==> src/hw/rtl/mjt_pkg.sv <==
// Shared types, constants and step tables for the min-jerk trajectory step unit.
`default_nettype none

package mjt_pkg;

   localparam int GUARD_BITS = 20;
   localparam logic [15:0] RATE_RESET = 16'd1000;
   localparam int QUEUE_DEPTH = 4;
   localparam int QPTR_BITS = $clog2(QUEUE_DEPTH);

   // Classified transaction handed from the front end to the back end.
   typedef struct packed {
      logic [31:0] pos;
      logic [31:0] vel;
      logic [31:0] acc;
      logic [32:0] dpos;      // goal_pos - pos, signed
      logic [31:0] goal_vel;
      logic [31:0] goal_acc;
      logic [15:0] ticks;
      logic [15:0] rate;
      logic        last;
      logic        ok;        // ticks and rate both nonzero
   } job_type;

   typedef enum logic [2:0] {
      ST_IDLE,
      ST_LOAD,
      ST_DIV,
      ST_ACC,
      ST_SUM,
      ST_MUL1,
      ST_MUL2,
      ST_OUT
   } state_type;

   // One entry per divide chain of the quintic fit.
   typedef enum logic [3:0] {
      STEP_V0,
      STEP_V1,
      STEP_A0,
      STEP_A1,
      STEP_Q3A,
      STEP_Q3B,
      STEP_Q3C,
      STEP_Q4A,
      STEP_Q4B,
      STEP_Q4C,
      STEP_Q5A,
      STEP_Q5B,
      STEP_Q5C
   } step_type;

   // Number of chained truncating divides for a step.
   function automatic logic [2:0] step_count(input step_type s);
      logic [2:0] c;
      unique case (s)
         STEP_V0, STEP_V1, STEP_Q3C:           c = 3'd1;
         STEP_A0, STEP_A1, STEP_Q3B, STEP_Q4C: c = 3'd2;
         STEP_Q3A, STEP_Q4B, STEP_Q5C:         c = 3'd3;
         STEP_Q4A, STEP_Q5B:                   c = 3'd4;
         STEP_Q5A:                             c = 3'd5;
         default:                              c = 3'd1;
      endcase
      return c;
   endfunction

   // Divisor is the servo rate (else the tick count).
   function automatic logic step_by_rate(input step_type s);
      return (s == STEP_V0) || (s == STEP_V1) || (s == STEP_A0) || (s == STEP_A1);
   endfunction

endpackage

`default_nettype wire

==> src/hw/rtl/mjt_front.sv <==
// Front end: rate register, classification and the job queue.
`default_nettype none

module mjt_front (
   input  wire logic            clock,
   input  wire logic            reset,
   input  wire logic            csr_we,
   input  wire logic [15:0]     csr_wdata,
   input  wire logic            req_valid,
   output logic                 req_stall,
   input  wire logic [31:0]     req_pos,
   input  wire logic [31:0]     req_vel,
   input  wire logic [31:0]     req_acc,
   input  wire logic [31:0]     req_goal_pos,
   input  wire logic [31:0]     req_goal_vel,
   input  wire logic [31:0]     req_goal_acc,
   input  wire logic [15:0]     req_ticks_to_go,
   input  wire logic            req_last_joint,
   output logic                 job_valid,
   output mjt_pkg::job_type     job,
   input  wire logic            job_pop
);

   logic [15:0] rate_ff;
   mjt_pkg::job_type queue_ff [mjt_pkg::QUEUE_DEPTH];
   logic [mjt_pkg::QPTR_BITS-1:0] wr_ptr_ff, rd_ptr_ff;
   logic [mjt_pkg::QPTR_BITS:0]   count_ff;
   mjt_pkg::job_type new_job;
   logic push, pop;

   always_comb begin
      new_job.pos      = req_pos;
      new_job.vel      = req_vel;
      new_job.acc      = req_acc;
      new_job.dpos     = {req_goal_pos[31], req_goal_pos} - {req_pos[31], req_pos};
      new_job.goal_vel = req_goal_vel;
      new_job.goal_acc = req_goal_acc;
      new_job.ticks    = req_ticks_to_go;
      new_job.rate     = rate_ff;
      new_job.last     = req_last_joint;
      new_job.ok       = (req_ticks_to_go != 16'd0) && (rate_ff != 16'd0);
   end

   assign req_stall = (count_ff == (mjt_pkg::QPTR_BITS+1)'(mjt_pkg::QUEUE_DEPTH));
   assign push      = req_valid && !req_stall;
   assign job_valid = (count_ff != '0);
   assign pop       = job_pop && job_valid;
   assign job       = queue_ff[rd_ptr_ff];

   always_ff @(posedge clock) begin
      if (reset) begin
         rate_ff   <= mjt_pkg::RATE_RESET;
         wr_ptr_ff <= '0;
         rd_ptr_ff <= '0;
         count_ff  <= '0;
      end else begin
         if (csr_we) rate_ff <= csr_wdata;
         if (push) wr_ptr_ff <= wr_ptr_ff + 1'b1;
         if (pop)  rd_ptr_ff <= rd_ptr_ff + 1'b1;
         if (push && !pop) count_ff <= count_ff + 1'b1;
         else if (pop && !push) count_ff <= count_ff - 1'b1;
      end
   end

   always_ff @(posedge clock) begin
      if (push) queue_ff[wr_ptr_ff] <= new_job;
   end

`ifndef SYNTHESIS
   a_count_bound: assert property (@(posedge clock) disable iff (reset)
      count_ff <= (mjt_pkg::QPTR_BITS+1)'(mjt_pkg::QUEUE_DEPTH))
      else $error("queue count overflow");
   a_ptr_track: assert property (@(posedge clock) disable iff (reset)
      (count_ff == '0) |-> (wr_ptr_ff == rd_ptr_ff))
      else $error("queue pointers out of step");
   a_no_pop_empty: assert property (@(posedge clock) disable iff (reset)
      (count_ff == '0) |=> (count_ff <= 1))
      else $error("queue count jumped from empty");
`endif

endmodule

`default_nettype wire

==> config.mk <==
export PLATFORM = sky130hd
export DESIGN_NAME = mjt_front
export DESIGN_NICKNAME = d
export VERILOG_FILES = /design/src/hw/rtl/mjt_pkg.sv /design/src/hw/rtl/mjt_front.sv
export SDC_FILE = /design/constraint.sdc
export NUM_CORES = 1
export LEC_CHECK = 0
export ABC_AREA = 1
export BUFFER_PORTS_ARGS = -buffer_cell sky130_fd_sc_hd__buf_2
export CORE_UTILIZATION = 34
export CTS_CLUSTER_SIZE = 25
export DETAILED_ROUTE_END_ITERATION = 6
export PLACE_DENSITY = 0.6
export SLEW_MARGIN = 10
export SYNTH_ARGS = -nofsm -noshare
export SYNTH_HDL_FRONTEND = slang
export SYNTH_SLANG_ARGS = --single-unit
==> constraint.sdc <==
create_clock -name clock -period 36.9 [get_ports clock]
set_clock_uncertainty 0.05 [all_clocks]
set_input_delay 5.535 -clock clock [delete_from_list [all_inputs] [get_ports clock]]
set_output_delay 5.535 -clock clock [all_outputs]
set_load 0.005 [all_outputs]
==> metrics.yaml <==
sta:
  min_period_over_period: 0.249
  relSlewSlack: 0.277
  tns_ns: 0
  rsz0062_at_grt: "false"
  hold_viol_final: 0
  clock.fmax_mhz: 109
  finalMaxSlewViolations: 0
  setup_viol: 0
  worst_pin_slew_ns: 1.08
  fin_crit_ns: 9.20
power_and_ir_drop:
  p_leak_nw: 16.0
  ir_worst_vdd_mv: 0.0385
  cellPowerDensity_nw_per_um2: 66.4
cells_and_area:
  mostFrequentLayoutCell: "edfxtp_1"
  fillCellCount: 10100
  finalInstanceArea_um2: 43700
  syn_to_final_growth_pct: 18.3
  drive_gt1_frac: 0.185
  final_net_count: 3591
  final_cell_mix: "edfxtp_1 (908), nor2_1 (520), o21ai_0 (472), buf_2 (458), nand2_1 (270)"
floorplanning:
  ios: 459
  die_h_um: 331
  die_width_um: 331
  coreArea_um2: 107000
  rows: 120
  die_area_um2: 110000
  initial_core_util: 0.344
critical_path:
  reg2reg_slack_ns: 33.40
  cp_max_fo: 79
  cp-start-kind: "register"
  r2r_start: "count_ff[0]$_SDFFE_PP0P_"
  worstPathRequired_ns: 31.31
  cp_data_arrival_time_ns: 3.61
  worstSetupEndpointType: "output pin"
  crit_type: "register to output pin"
route:
  viasPerCell: 4.91
  routed_wl_um: 93600
  num_vias: 23600
  antenna_left: 0
  drt_iter0_drc: 1665
  wl_per_cell_um: 19.5
  drt_pass1_iterations: 5
  drc: 0
min_path:
  hold_class: "register to register"
  hold_start: "rd_ptr_ff[1]$_SDFFE_PP0P_"
global_routing:
  grt_usage: 0.165
  overflow: 0
  grt_pass1_wl_um: 139000
  antenna_found_initial: 15
  grt_max_degree: 160
  grt_pass1_vias: 22300
clock_network:
  cts_hold_buf: 0
  cts_tree: "yes"
  ctsResizeCount: 0
  root_buffer: "clkbuf_16"
  cts.clk_slew.worst_paths_ns: 0.06
  cts_max_path_buffers: 3
  cts_setup_buffers: 0
  cts_buffers: 99
  h-tree-depth: 3
  cts.sink_count: 933
  clock_latency_ns: 0.67
logic_synthesis:
  synthCells: 2891
  synth_largest_area_cell: "edfxtp_1"
  syn-num-nets: 3160
  synth_area_um2: 36900
  seq_area_frac_synth: 0.752
  synth_top_area_frac: 0.739
  synth_cell_types: 25
  yosysWarnings: 0
  syn-mean-instance-area_um2: 12.8
  synth_seq_cells: 933
  synthTopCellsByArea: "edfxtp_1 (74%), o21ai_0 (6.4%), nor2_1 (5.3%)"
place:
  post_dp_cell_area_um2: 40600
  place.port_buffers: 458
  dp_hpwl_um: 57000
  gp_congestion: 0.906
status:
  status: "finished, final reports clean"
run:
  maxCapViolCount: 0
kinds of logic after synthesis:
| logic type | after synthesis | synth area share |
|---|---|---|
| flip-flops | 933 | 0.752 |
| AND/OR/NAND/NOR | 845 | 0.0883 |
| AO/OA/AOI/OAI | 729 | 0.107 |
| buffers and inverters | 330 | 0.0357 |
| adder cells (fa/ha/maj) | 39 | 0.0136 |
| XOR/XNOR | 15 | 0.00356 |
through the flow:
stage | std cells | power (W) | setup slack [ns] | util | hold WS (ns)
6_report | 4809 | 0.00290 | 27.70 | 0.407 | 0.417
5_1_grt | 4808 | 0.00304 | 27.40 | 0.407 | 0.459
4_1_cts | 4800 | 0.00294 | 27.59 | 0.407 | 0.417
3_5_place_dp | 4624 | 0.00200 | 28.24 | 0.378 | 0.405
3_3_place_gp | 4624 | 0.00199 | 28.29 | 0.378 | 0.397
2_1_floorplan | 2891 | 0.00173 | 20.75 | - | 0.386
final timing paths:
check	endpoint	cells after the start
worst min register to register	register	2
worst max-delay path	job[162]	5
worst min-delay path	register	2
worst max register to register	queue_ff[1][88]$_DFFE_PP_	6
cells in the mapped netlist (all sizes together):
cell type / n
nor4: 8
inv: 176
and2: 2
clkbuf: 106
o21ai: 472
nor2: 524
nand4: 6
dfxtp: 25
o22ai: 227
buf: 48
fa: 2
ha: 37
edfxtp: 908
xor2: 12
a21o: 1
xnor2: 3
a21oi: 28
or2: 2
o21bai: 1
nand3: 30
nand2: 270
nor3: 3
worst max-delay path, stage by stage, from the launching register on:
cell	delay (ns)
dfxtp_4	0.68
buf_4	0.70
buf_4	0.75
o21ai_0	0.19
o22ai_1	0.27
buf_2	0.17
routing by layer:
metal  vias up  wire length [µm]  global-route usage
met5         -                92                   0
met4        14              3050              0.0676
met3       161              5550              0.0347
met2       618             45100               0.274
met1     11500             39800               0.210
li1      11300                 -                   -
registers in the layout (all words and copies together) (netlist names), named ones only:
register / flops
count_ff: 3
wr_ptr_ff: 2
queue_ff: 908
rd_ptr_ff: 2
rate_ff: 16
area by class of cell:
class / instances / area [µm²] / share of cell area
diodes: 9 / 22.5 / 0.000516
clock buffers: 124 / 2570 / 0.0589
clock inverters: 52 / 482 / 0.0110
inverters: 176 / 673 / 0.0154
multi-input cells: 1628 / 7860 / 0.180
flip-flops and latches: 933 / 27800 / 0.636
well taps: 1403 / 1760 / 0.0402
repair buffers: 484 / 2520 / 0.0578
power by group:
group          internal, W  switching [W]
logic             0.000201       0.000435
registers          0.00129      0.0000301
clock network     0.000542       0.000396
total              0.00204       0.000862
Power figures use the tool's default switching activity.
